**src/reverse_cholesky_with_zero_guard_assert.svh**
```systemverilog
// assertion macros shared by the reverse cholesky block
`ifndef REVERSE_CHOLESKY_WITH_ZERO_GUARD_ASSERT_SVH
`define REVERSE_CHOLESKY_WITH_ZERO_GUARD_ASSERT_SVH

// same-cycle implication, checked out of reset
`define RCZ_ASSERT_IMP(lbl, clk_s, rst_s, ante, cons) \
    lbl: assert property (@(posedge clk_s) disable iff (!rst_s) (ante) |-> (cons)) \
        else $error("rcz same-cycle check failed");

// next-cycle implication, checked out of reset
`define RCZ_ASSERT_NXT(lbl, clk_s, rst_s, ante, cons) \
    lbl: assert property (@(posedge clk_s) disable iff (!rst_s) (ante) |=> (cons)) \
        else $error("rcz next-cycle check failed");

`endif

```
**src/rcz_pkg.sv**
```systemverilog
// shared types and constants of the reverse cholesky block
package rcz_pkg;

    localparam int CFG_SIZE_W = 4;
    localparam int CFG_THR_W  = 17;
    localparam int CFG_DATA_W = 17;

    localparam logic CFG_MATRIX_SIZE    = 1'b0;
    localparam logic CFG_ZERO_THRESHOLD = 1'b1;

    localparam logic [1:0] KIND_ENTRY     = 2'd0;
    localparam logic [1:0] KIND_NEAR_ZERO = 2'd1;
    localparam logic [1:0] KIND_FAIL      = 2'd2;

    localparam logic signed [31:0] Q_MAX = 32'sh7fff_ffff;
    localparam logic signed [31:0] Q_MIN = 32'sh8000_0000;

    typedef enum logic [4:0] {
        OP_NONE       = 5'd0,
        OP_RUN_START  = 5'd1,
        OP_MAT_RD     = 5'd2,
        OP_MAC_RD     = 5'd3,
        OP_MAC_MUL    = 5'd4,
        OP_MAC_ACC    = 5'd5,
        OP_REM        = 5'd6,
        OP_DIAG_ZERO  = 5'd7,
        OP_SQRT_START = 5'd8,
        OP_SQRT_WR    = 5'd9,
        OP_DIV_START  = 5'd10,
        OP_DIV_WR     = 5'd11,
        OP_ZDIV_WR    = 5'd12,
        OP_ENT_RD     = 5'd13,
        OP_OUT_REP    = 5'd14,
        OP_OUT_FAIL   = 5'd15,
        OP_OUT_ENT    = 5'd16
    } dp_op_t;

    typedef struct packed {
        dp_op_t op;
        logic   last;
    } dp_cmd_t;

    typedef struct packed {
        logic mag_small;
        logic rem_neg;
        logic d_zero;
        logic unit_busy;
        logic out_full;
    } dp_status_t;

endpackage

```
**src/rcz_ctrl.sv**
```systemverilog
// controller: sequences the factor loops and the record emission
`include "reverse_cholesky_with_zero_guard_assert.svh"
module rcz_ctrl import rcz_pkg::*; #(
    parameter int MAX_SIZE = 8,
    localparam int IW = (MAX_SIZE > 1) ? $clog2(MAX_SIZE) : 1,
    localparam int RCW = $clog2(MAX_SIZE + 1)
) (
    input  logic                  clk,
    input  logic                  rst_n,
    input  logic                  in_valid,
    input  logic                  last_element,
    output logic                  in_ready,
    input  logic [CFG_SIZE_W-1:0] cfg_size,
    output dp_cmd_t               cmd,
    output logic [IW-1:0]         row,
    output logic [IW-1:0]         col,
    output logic [IW-1:0]         k,
    output logic [IW-1:0]         rep_idx,
    input  dp_status_t            status,
    input  logic [RCW-1:0]        rep_cnt
);

    typedef enum logic [13:0] {
        S_IDLE = 14'b00000000000001,
        S_MAT  = 14'b00000000000010,
        S_MRD  = 14'b00000000000100,
        S_MMUL = 14'b00000000001000,
        S_MACC = 14'b00000000010000,
        S_REM  = 14'b00000000100000,
        S_DEC  = 14'b00000001000000,
        S_SQRT = 14'b00000010000000,
        S_DIV  = 14'b00000100000000,
        S_NEXT = 14'b00001000000000,
        S_REP  = 14'b00010000000000,
        S_FAIL = 14'b00100000000000,
        S_ERD  = 14'b01000000000000,
        S_ELD  = 14'b10000000000000
    } state_t;

    state_t         state_reg, state_next;
    logic [IW-1:0]  row_reg, row_next, col_reg, col_next, k_reg, k_next;
    logic [IW-1:0]  nm1_reg, nm1_next, size_m1;
    logic [RCW-1:0] e_reg, e_next;
    logic           fail_reg, fail_next;
    logic           start;

    // order in use, clamped to the store
    always_comb
    begin
        if (cfg_size == '0)
            size_m1 = '0;
        else if (int'(cfg_size) > MAX_SIZE)
            size_m1 = IW'(MAX_SIZE - 1);
        else
            size_m1 = IW'(cfg_size - CFG_SIZE_W'(1));
    end

    assign in_ready = (state_reg == S_IDLE);
    assign start    = in_valid && in_ready && last_element;

    always_comb
    begin
        state_next = state_reg;
        row_next   = row_reg;
        col_next   = col_reg;
        k_next     = k_reg;
        nm1_next   = nm1_reg;
        e_next     = e_reg;
        fail_next  = fail_reg;
        cmd.op     = OP_NONE;
        cmd.last   = 1'b0;
        case (state_reg)
            S_IDLE:
            begin
                if (start)
                begin
                    cmd.op     = OP_RUN_START;
                    nm1_next   = size_m1;
                    row_next   = size_m1;
                    col_next   = size_m1;
                    fail_next  = 1'b0;
                    state_next = S_MAT;
                end
            end
            S_MAT:
            begin
                cmd.op     = OP_MAT_RD;
                k_next     = nm1_reg;
                state_next = S_MRD;
            end
            S_MRD:
            begin
                if (k_reg > row_reg)
                begin
                    cmd.op     = OP_MAC_RD;
                    state_next = S_MMUL;
                end
                else
                begin
                    state_next = S_REM;
                end
            end
            S_MMUL:
            begin
                cmd.op     = OP_MAC_MUL;
                state_next = S_MACC;
            end
            S_MACC:
            begin
                cmd.op     = OP_MAC_ACC;
                k_next     = k_reg - IW'(1);
                state_next = S_MRD;
            end
            S_REM:
            begin
                cmd.op     = OP_REM;
                state_next = S_DEC;
            end
            S_DEC:
            begin
                if (col_reg == row_reg)
                begin
                    if (status.mag_small)
                    begin
                        cmd.op     = OP_DIAG_ZERO;
                        state_next = S_NEXT;
                    end
                    else if (status.rem_neg)
                    begin
                        fail_next  = 1'b1;
                        e_next     = '0;
                        state_next = S_REP;
                    end
                    else
                    begin
                        cmd.op     = OP_SQRT_START;
                        state_next = S_SQRT;
                    end
                end
                else if (status.d_zero)
                begin
                    cmd.op     = OP_ZDIV_WR;
                    state_next = S_NEXT;
                end
                else
                begin
                    cmd.op     = OP_DIV_START;
                    state_next = S_DIV;
                end
            end
            S_SQRT:
            begin
                if (!status.unit_busy)
                begin
                    cmd.op     = OP_SQRT_WR;
                    state_next = S_NEXT;
                end
            end
            S_DIV:
            begin
                if (!status.unit_busy)
                begin
                    cmd.op     = OP_DIV_WR;
                    state_next = S_NEXT;
                end
            end
            S_NEXT:
            begin
                if (col_reg != '0)
                begin
                    col_next   = col_reg - IW'(1);
                    state_next = S_MAT;
                end
                else if (row_reg != '0)
                begin
                    row_next   = row_reg - IW'(1);
                    col_next   = row_reg - IW'(1);
                    state_next = S_MAT;
                end
                else
                begin
                    e_next     = '0;
                    state_next = S_REP;
                end
            end
            S_REP:
            begin
                if (e_reg == rep_cnt)
                begin
                    if (fail_reg)
                    begin
                        state_next = S_FAIL;
                    end
                    else
                    begin
                        row_next   = '0;
                        col_next   = '0;
                        state_next = S_ERD;
                    end
                end
                else if (!status.out_full)
                begin
                    cmd.op = OP_OUT_REP;
                    e_next = e_reg + RCW'(1);
                end
            end
            S_FAIL:
            begin
                if (!status.out_full)
                begin
                    cmd.op     = OP_OUT_FAIL;
                    state_next = S_IDLE;
                end
            end
            S_ERD:
            begin
                cmd.op     = OP_ENT_RD;
                state_next = S_ELD;
            end
            S_ELD:
            begin
                if (!status.out_full)
                begin
                    cmd.op   = OP_OUT_ENT;
                    cmd.last = (row_reg == nm1_reg) && (col_reg == row_reg);
                    if (col_reg == row_reg)
                    begin
                        if (row_reg == nm1_reg)
                        begin
                            state_next = S_IDLE;
                        end
                        else
                        begin
                            row_next   = row_reg + IW'(1);
                            col_next   = '0;
                            state_next = S_ERD;
                        end
                    end
                    else
                    begin
                        col_next   = col_reg + IW'(1);
                        state_next = S_ERD;
                    end
                end
            end
            default:
            begin
                state_next = S_IDLE;
            end
        endcase
    end

    always_ff @(posedge clk or negedge rst_n)
    begin
        if (!rst_n)
        begin
            state_reg <= S_IDLE;
            row_reg   <= '0;
            col_reg   <= '0;
            k_reg     <= '0;
            nm1_reg   <= '0;
            e_reg     <= '0;
            fail_reg  <= 1'b0;
        end
        else
        begin
            state_reg <= state_next;
            row_reg   <= row_next;
            col_reg   <= col_next;
            k_reg     <= k_next;
            nm1_reg   <= nm1_next;
            e_reg     <= e_next;
            fail_reg  <= fail_next;
        end
    end

    assign row     = row_reg;
    assign col     = col_reg;
    assign k       = k_reg;
    assign rep_idx = e_reg[IW-1:0];

    `RCZ_ASSERT_IMP(a_wr_after_unit_done, clk, rst_n, cmd.op == OP_SQRT_WR || cmd.op == OP_DIV_WR, !status.unit_busy)
    `RCZ_ASSERT_NXT(a_start_blocks_input, clk, rst_n, start, !in_ready)

endmodule

```
**config.mk**
```make
export PLATFORM = sky130hd
export DESIGN_NAME = rcz_ctrl
export DESIGN_NICKNAME = d
export VERILOG_FILES = /design/src/rcz_pkg.sv /design/src/rcz_ctrl.sv
export VERILOG_INCLUDE_DIRS = /design/src /design/src/src
export SDC_FILE = /design/constraint.sdc
export NUM_CORES = 1
export LEC_CHECK = 0
export BUFFER_PORTS_ARGS = -buffer_cell sky130_fd_sc_hd__buf_2
export CAP_MARGIN = 20
export CORE_ASPECT_RATIO = 0.8
export CORE_MARGIN = 2
export CORE_UTILIZATION = 45
export DETAILED_ROUTE_END_ITERATION = 12
export GPL_TIMING_DRIVEN = 0
export MAX_ROUTING_LAYER = met4
export PLACE_DENSITY = 0.65
export SLEW_MARGIN = 20
export SYNTH_ARGS = -nofsm -noshare
export SYNTH_HDL_FRONTEND = slang
export SYNTH_SLANG_ARGS = --single-unit
export TNS_END_PERCENT = 100
```
**constraint.sdc**
```tcl
create_clock -name clk -period 6.3 [get_ports clk]
set_input_delay 0.945 -clock clk [delete_from_list [all_inputs] [get_ports clk]]
set_output_delay 0.945 -clock clk [all_outputs]
set_load 0.02 [all_outputs]
```
==> results of run 1 <==
-- cell usage in the layout (no fill, tap or decap), drive strengths merged, types with 2 or more instances in the layout --
master,Yosys,final
a211oi,2,2
a21oi,12,12
a22o,2,2
a31oi,2,2
and3,4,4
and4,2,2
buf,10,45
clkbuf,7,12
clkinv,0,2
dfrtp,30,30
ha,12,12
inv,15,15
maj3,2,2
mux2,6,6
mux2i,3,3
nand2,27,27
nand2b,7,7
nand3,15,15
nand4,11,11
nand4b,2,2
nor2,27,27
nor2b,5,5
nor3,14,14
nor3b,3,3
nor4,7,7
nor4b,6,6
o211ai,5,5
o21a,2,2
o21ai,18,18
o31ai,2,2
o41ai,2,2
or2,3,3
or4,4,4
xnor2,6,6
xor2,11,11
-- final cells by class --
class                           count  area [sq um]
Fill cell                         525          2520
Inverter                           15          56.3
Sequential cell                    31           777
Clock inverter                      3          43.8
Buffer                             17           104
Tap cell                           78          97.6
Clock buffer                        5          68.8
Timing Repair Buffer               35           175
Multi-Input combinational cell    239          1630
-- report_power, final --
part           total (W)  internal (W)  switching, W  leakage [nW]
registers       0.000318      0.000254     0.0000641         0.391
clock network   0.000203      0.000118     0.0000857        0.0581
logic           0.000585      0.000242      0.000344         0.947
total            0.00111      0.000613      0.000493          1.40
-- through the flow --
step	util, %	instances	instance area (sq um)	hold slack [ps]
after floorplan	-	302	2560	483
after global placement	51.9	415	2840	526
after detailed placement	51.9	415	2840	528
after CTS	53.9	423	2950	541
after global routing	53.9	423	2950	572
final	53.9	423	2950	535
-- worst register-to-register path: cells and delay by family, from the launching register on --
family          cells  cell delay, ps
buf+inv             2             470
simple gates        5            1600
compound gates      1             320
flops               1             360
-- how the worst max path moves through the flow --
stage,from,to
2_1_floorplan,row[2],cmd[0]
3_3_place_gp,rep_cnt[1],cmd[3]
3_5_place_dp,rep_cnt[0],cmd[3]
4_1_cts,state_reg[8],cmd[1]
5_1_grt,state_reg[0],cmd[3]
6_report,state_reg[0],cmd[3]
-- cell families after synthesis --
logic type      after synthesis  share of synthesized area [%]
simple gates                142                           32.6
compound gates               57                           14.4
buf+inv                      32                           6.25
flops                        31                           30.3
xor+xnor                     17                           5.81
fa+ha+maj                    14                           6.64
mux                           9                           3.95
-- metal layers --
layer / wire length, microns / part of all wire, %
met1: 3150 / 46
met4: 141 / 2.1
met5: 0 / 0
met3: 478 / 7.0
met2: 3010 / 44
==> reports/metrics.yaml, run 1 <==
status: "finished clean"
n_antenna_cell: 0
viasPerCell: 5.70
ios: 36
syn_area_per_cell_sq_um: 8.48
drt_first_pass_iters: 4
ir_drop_v: 0.000200
crit_cells: 9
yosysMostFrequentCell: "dfrtp_1"
power.leakage_nw: 1.40
place_congestion: 0.959
min-delay-start: "k[0]"
drive_gt1_share_pct: 21.7
largest_register_ff_count: 14
yosysTopAreaCell: "dfrtp_1"
arrival_ps: 2780
worstSetupPathType: "reg -> out"
use_met3_pct: 3.69
synth_area_leaders: "dfrtp_1 29%, ha_1 5.9%, nand2_1 4.0%, nor2_1 3.8%, xor2_1 3.8%"
cts_sinks: 31
clk_path_buf_depth: 2
grt_antenna_before_repair: 0
path_buf_inv: 5
yosysWarnings: 0
holdPathEnd: "k[0]"
hold_buffers: 0
setup_ws_ps: 2570
post-dp-hpwl_microns: 5230
vias: 2410
rr_startpoint: "state_reg[0]"
antenna_left: 0
start_kind: "flip-flop"
use_met2_pct: 35.1
wirelength_microns: 6780
fin_nets: 373
finalSetupTns_ps: 0
post-place-ws_ps: 2850
path_cells: "clkbuf_1 > nor4_1 > buf_2 > clkbuf_1 > nand4_1 > inv_1 > nor2_1 > nand4_1 > buf_2"
gr-max-usage-layer: "met2"
grtUsageMet1_pct: 33.6
worstRegToRegCells: 8
critPathSlowestCell: "nor4_1"
max_slew_margin_pct: 42.8
grt_pass1_wl_microns: 11300
wl_per_cell_microns: 16.0
netlist_instances: 302
synth.top_cell.area_share_pct: 29.3
r2r_slack_ps: 3480
root_buffer: "clkbuf_8"
async_flop_share_pct: 100
rsz0062_at_grt: "false"
cts_resized: 0
grt_usage_pct: 23.8
core-area_sq_um: 5470
dieWidth_microns: 88.4
min_path_type: "reg -> reg"
cts-buffers-inserted: 5
grt_pass1_vias: 2303
holdPathStages: 1
crit_required_ps: 5350
synth_nets: 331
die_y_microns: 71.5
worst_path_dominant_cell_family: "buffers and inverters"
rows: 24
setup_viol_count_final: 0
gr-total-overflow: 0
synth-seq-area-share_pct: 30.3
drv_cap: 0
r2r-end: "e_reg[3]"
drt_iter0_markers: 185
path_max_fanout: 10
finClkSkew_ps: 12.6
synthDistinctLibCells: 60
p_per_area_nw_per_um2: 375
grt_start_max_net_pins: 32
final_hold_viol_count: 0
syn_area_sq_um: 2560
clkSlewWorstSetupHoldPaths_ps: 80
ys_ff_latch: 31
drc_errors: 0
end_kind: "output pin"
min_period_ps: 3730
finalPower_w: 0.00111
area_growth_pct: 15.0
period_share_pct: 59.2
cpPeakStageDelay_ps: 380
cts-htree-levels: 2
postCtsSetupBuffers: 0
dieArea_sq_um: 6320
fmax_mhz: 268
placement.io_buffers: 35
synthTopCellsByCount: "30 x dfrtp_1, 27 x nand2_1, 26 x nor2_1, 17 x o21ai_0"
ys.flop_type: "dfrtp_1"
start_util_pct: 46.9
synth_edf_count: 0
maxSlewViolCount: 0
clock_latency_ps: 300
tightestPinTransition_ps: 851
tritoncts: "done"
Power figures use the tool's default switching activity.
==> run 2: changes to the inputs <==
- PLACE_DENSITY: 0.65 -> 0.68
- clock period: 6.3 -> 3.4 ns (I/O delays scaled with it)
==> run 2 against run 1 <==
Net effect:
- register-to-register slack got worse by 3000 ps
- via count grew 0.29%
- sequential share of layout area is 0.22 points lower
- highest routed layer unchanged
==> reports/metrics.yaml, run 2 (synthesis results as in run 1) <==
status: "finished clean"
layout_common_cells: "39 x buf_2, 30 x dfrtp_1, 27 x nand2_1"
worstRegToRegCells: 8  # unchanged
dieWidth_microns: 88.4  # unchanged
gr-total-overflow: 0  # unchanged
final_common_cell: "buf_2"
fin_nets: 372  # -0.27%
drt_first_pass_iters: 5  # +1
post-place-ws_ps: 404  # -2440 ps
largest_register_ff_count: 14  # unchanged
p_per_area_nw_per_um2: 700  # +86%
wl_met2_microns: 3100  # +2.8%
drc_errors: 0  # unchanged
grt_pass1_vias: 2376  # +3.2%
cts_sinks: 31  # unchanged
grt_usage_pct: 24.2  # +0.45 points
drt_iter0_markers: 303  # +64%
final_hold_viol_count: 0  # unchanged
fmax_mhz: 310
nFillCells: 517  # -1.5%
clock_latency_ps: 290  # about the same
period_share_pct: 94.7
ios: 36  # unchanged
drv_cap: 0  # unchanged
tritoncts: "done"
viasPerCell: 5.73  # +0.53%
rsz0062_at_grt: "false"
worstSetupPathType: "reg -> out"
wl_met3_microns: 509  # +6.5%
die_y_microns: 71.5  # unchanged
maxSlewViolCount: 0  # unchanged
dieArea_sq_um: 6320  # unchanged
end_kind: "output pin"
place_congestion: 0.936  # -2.4%
cts-buffers-inserted: 5  # unchanged
placement.io_buffers: 35  # unchanged
ir_drop_v: 0.000442  # +120%
finClkSkew_ps: 3.72  # -8.85 ps
r2r-end: "e_reg[3]"
grt_antenna_before_repair: 0  # unchanged
path_max_fanout: 19  # +9
start_util_pct: 46.9  # unchanged
maxUsedRoutingLayer: "met4"
tightestPinTransition_ps: 782  # -69.6 ps
drive_gt1_share_pct: 23.3  # +1.5 points
cts-htree-levels: 2  # unchanged
grt_start_max_net_pins: 32  # unchanged
antenna_left: 0  # unchanged
wirelength_microns: 6820  # +0.59%
hold_buffers: 0  # unchanged
postLayoutCoreUtil_pct: 54.4  # +0.46 points
setup_ws_ps: 179  # -2390 ps
crit_required_ps: 2890  # -2460 ps
rr_startpoint: "state_reg[0]"
n_antenna_cell: 0  # unchanged
max_slew_margin_pct: 47.5  # +4.7 points
setup_viol_count_final: 0  # unchanged
final_area_sq_um: 2970  # +0.85%
min_period_ps: 3220
finalSetupTns_ps: 0  # unchanged
grt_pass1_wl_microns: 11500  # +2.3%
wl_met1_microns: 3120  # -1.1%
wl_per_cell_microns: 16.2  # +0.83%
rows: 24  # unchanged
clkSlewWorstSetupHoldPaths_ps: 70  # about the same
area_growth_pct: 16.0
core-area_sq_um: 5470  # unchanged
post-dp-hpwl_microns: 5230  # about the same
start_kind: "flip-flop"
clk_path_buf_depth: 2  # unchanged
vias: 2417  # +0.29%
power.leakage_nw: 1.41  # +0.75%
min_path_type: "in -> async"
dpl_cell_area_sq_um: 2840  # unchanged
arrival_ps: 2710  # -70 ps
r2r_slack_ps: 450  # -3030 ps
root_buffer: "clkbuf_8"
-- run 2: cell count changes in the layout (fill, tap and decap cells not counted), sizes merged --
cell    change
clkinv      -1
-- run 2: per-stage QoR --
step / power (W) / cells / hold slack (ps)
after floorplan: 0.00139 / 302 / 214
after global placement: 0.00166 / 415 / 528
after detailed placement: 0.00168 / 415 / 531
after CTS: 0.00208 / 423 / 307
after global routing: 0.00225 / 422 / 339
final: 0.00208 / 422 / 271
-- run 2: area by class of cell --
cell class / instances / area, sq um / area share, %
well taps: 78 / 97.6 / 3.28
clock buffers: 6 / 82.6 / 2.78
clock inverters: 2 / 35.0 / 1.18
repair buffers: 35 / 175 / 5.89
inverters: 15 / 56.3 / 1.89
multi-input cells: 239 / 1650 / 55.4
plain buffers: 16 / 101 / 3.41
flip-flops and latches: 31 / 777 / 26.1
-- run 2: what timing repair did --
item / 4_1_cts / 5_1_grt
resized for setup: 0 / 6
endpoints found under the setup margin: 0 / 4
setup buffers: 0 / 0
-- run 2: how the worst max path moves through the flow --
stage | start | end | slack, ps | depth (start not counted)
detailed placement | state_reg[8] | cmd[1] | 400 | 8
floorplan | state_reg[5] | row[0] | 830 | 7
global placement | state_reg[8] | cmd[1] | 380 | 8
finish | state_reg[0] | cmd[3] | 180 | 8
CTS | state_reg[8] | cmd[1] | 80 | 8
global route | state_reg[8] | cmd[4] | 6 | 8
-- run 2: worst max-delay path, stage by stage, from the launching register on --
cell and delay (ps):
dfstp_2 360, clkbuf_1 200, nor4_2 370, buf_2 370, nand4_1 260, nor3_1 460, nor2_1 120, nand4_1 120
buf_2 170
-- run 2: power breakdown --
part	switching [W]	total, W	internal [W]
Clock	0.000157	0.000394	0.000237
Combinational	0.000647	0.00110	0.000449
Sequential	0.000120	0.000590	0.000470
Total	0.000923	0.00208	0.00116
-- run 2: routing by layer --
metal	GRT usage (%)	vias to the layer above
met3	5.53	11
met1	33.7	1144
met2	35.4	80
met5	-	-
met4	7.07	0
li1	-	1182
==> run 3: changes to the inputs <==
--- a/config.mk
+++ b/config.mk
@@ -16,3 +16,3 @@
 export MAX_ROUTING_LAYER = met4
-export PLACE_DENSITY = 0.68
+export PLACE_DENSITY_LB_ADDON = 0.3
 export SLEW_MARGIN = 20
--- a/constraint.sdc
+++ b/constraint.sdc
@@ -3,2 +3,2 @@
 set_output_delay 0.51 -clock clk [all_outputs]
-set_load 0.02 [all_outputs]
+set_load 0.005 [all_outputs]
==> run 3 against run 2 <==
Net effect:
- worst hold slack gained 2.6 ps
- worst setup slack lost 60 ps
- die area is the same
- sequential power is essentially flat
- utilization shrank 0.069 points
- critical path depth grew 1
- highest routed layer unchanged
==> reports/metrics.yaml, run 3 (synthesis results as in run 1) <==
min_path_type: "in -> async"
cts-htree-levels: 2  # unchanged
grt_pass1_wl_microns: 11100  # -3.8%
worst_path_dominant_cell_family: "buffers and inverters"
clk_path_buf_depth: 2  # unchanged
viasPerCell: 5.85  # +2.1%
final_common_cell: "buf_2"
tritoncts: "done"
ir_drop_v: 0.000421  # -4.8%
r2r-end: "e_reg[3]"
p_clk_share_pct: 19.5  # +0.6 points
root_buffer: "clkbuf_8"
path_cells: "clkbuf_1 > nor4_1 > buf_2 > clkbuf_1 > nand4_1 > inv_1 > nor2_1 > nand4_1 > buf_2"
finClkSkew_ps: 3.34  # -0.376 ps
cts-buffers-inserted: 5  # unchanged
grt_usage_pct: 23.6  # -0.67 points
wirelength_microns: 6880  # +0.82%
status: "finished clean"
path_max_fanout: 10  # -9
core-area_sq_um: 5470  # unchanged
cpPeakStageDelay_ps: 390  # -70 ps
vias: 2474  # +2.4%
path_buf_inv: 5  # +2
grt_start_max_net_pins: 32  # unchanged
dpl_cell_area_sq_um: 2840  # unchanged
drc_errors: 0  # unchanged
min_period_ps: 3280  # +59.6 ps
start_util_pct: 46.9  # unchanged
drv_cap: 0  # unchanged
rsz0062_at_grt: "false"
critPathSlowestCell: "nor4_1"
max_slew_margin_pct: 45.0  # -2.5 points
rr_startpoint: "state_reg[0]"
dieWidth_microns: 88.4  # unchanged
n_antenna_cell: 0  # unchanged
p_switching_w: 0.000851  # -7.8%
fin_nets: 373  # +0.27%
final_area_sq_um: 2970  # -0.13%
final_hold_viol_count: 0  # unchanged
cp-startpoint: "state_reg[0]"
drive_gt1_share_pct: 22.6  # -0.65 points
postLayoutCoreUtil_pct: 54.3  # -0.069 points
largest_register_ff_count: 14  # unchanged
rows: 24  # unchanged
post-dp-hpwl_microns: 5270  # +0.64%
drt_first_pass_iters: 5  # unchanged
worstSetupPathType: "reg -> out"
power.share.sequential_pct: 29.2  # +0.8 points
place_congestion: 0.954  # +2.0%
start_kind: "flip-flop"
clock_latency_ps: 290  # about the same
layout_common_cells: "39 x buf_2, 30 x dfrtp_1, 27 x nand2_1"
r2r_slack_ps: 520  # +70 ps
ios: 36  # unchanged
finalSetupTns_ps: 0  # unchanged
gr-total-overflow: 0  # unchanged
wl_per_cell_microns: 16.3  # +0.58%
grt_pass1_vias: 2329  # -2.0%
pwr-share-comb_pct: 51.2  # -1.5 points
p_per_area_nw_per_um2: 676  # -3.3%
placement.io_buffers: 35  # unchanged
arrival_ps: 2770  # +60 ps
p_int_w: 0.00116  # about the same
area_growth_pct: 15.9
crit_required_ps: 2890  # about the same
nFillCells: 546  # +5.6%
dieArea_sq_um: 6320  # unchanged
fmax_mhz: 305  # -1.8%
drt_iter0_markers: 251  # -17%
clkSlewWorstSetupHoldPaths_ps: 70  # about the same
switching_share_pct: 42.4  # -2.0 points
worstRegToRegCells: 8  # unchanged
power.leakage_nw: 1.40  # -0.24%
setup_viol_count_final: 0  # unchanged
die_y_microns: 71.5  # unchanged
end_kind: "output pin"
maxSlewViolCount: 0  # unchanged
finalPower_w: 0.00201  # -3.4%
tightestPinTransition_ps: 819  # +37.0 ps
cts_sinks: 31  # unchanged
grt_antenna_before_repair: 0  # unchanged
antenna_left: 0  # unchanged
period_share_pct: 96.5  # +1.8 points
==> run 3: worst max path at each step <==
| stage | end | slack [ps] | depth (start not counted) |
|---|---|---|---|
| after detailed placement | cmd[1] | 430 | 8 |
| after floorplan | row[0] | 950 | 7 |
| after global routing | cmd[3] | 40 | 9 |
| final | cmd[3] | 120 | 9 |
| after global placement | cmd[1] | 470 | 8 |
| after CTS | cmd[1] | 100 | 8 |
==> run 3: cell type report <==
cell class / count / area [sq um] / share of cell area, %
plain buffers: 17 / 104 / 3.50
multi-input cells: 239 / 1640 / 55.3
well taps: 78 / 97.6 / 3.29
repair buffers: 35 / 175 / 5.90
clock buffers: 6 / 82.6 / 2.78
inverters: 15 / 56.3 / 1.90
clock inverters: 2 / 35.0 / 1.18
flip-flops and latches: 31 / 777 / 26.2
==> run 3: power groups by stage <==
stage | Combinational (W) | Sequential [W] | Clock, W
detailed placement | 0.000999 | 0.000596 | 0
CTS | 0.00101 | 0.000588 | 0.000396
global placement | 0.000978 | 0.000593 | 0
global route | 0.00112 | 0.000607 | 0.000414
floorplan | 0.000733 | 0.000576 | 0
finish | 0.00103 | 0.000587 | 0.000392
==> run 3: metrics by stage <==
step / std cells / setup WS (ps) / hold WS (ps)
final: 423 / 119 / 274
after global routing: 423 / 35.1 / 324
after detailed placement: 415 / 431 / 527
after global placement: 415 / 474 / 526
after floorplan: 302 / 951 / 214
after CTS: 423 / 103 / 300
==> run 3: repair_timing <==
action	in CTS	in global routing
endpoints found under the setup margin	0	3
resized for setup	0	3
hold endpoints to repair	0	0
setup buffers	0	0
hold buffers	0	0
==> run 3: metal layers <==
layer | vias up | GRT usage, % | share of wire (%)
li1 | 1193 | - | -
met1 | 1156 | 31.6 | 44
met2 | 106 | 35.2 | 45
met3 | 19 | 5.99 | 9.0
met4 | 0 | 7.41 | 2.1
met5 | - | - | 0
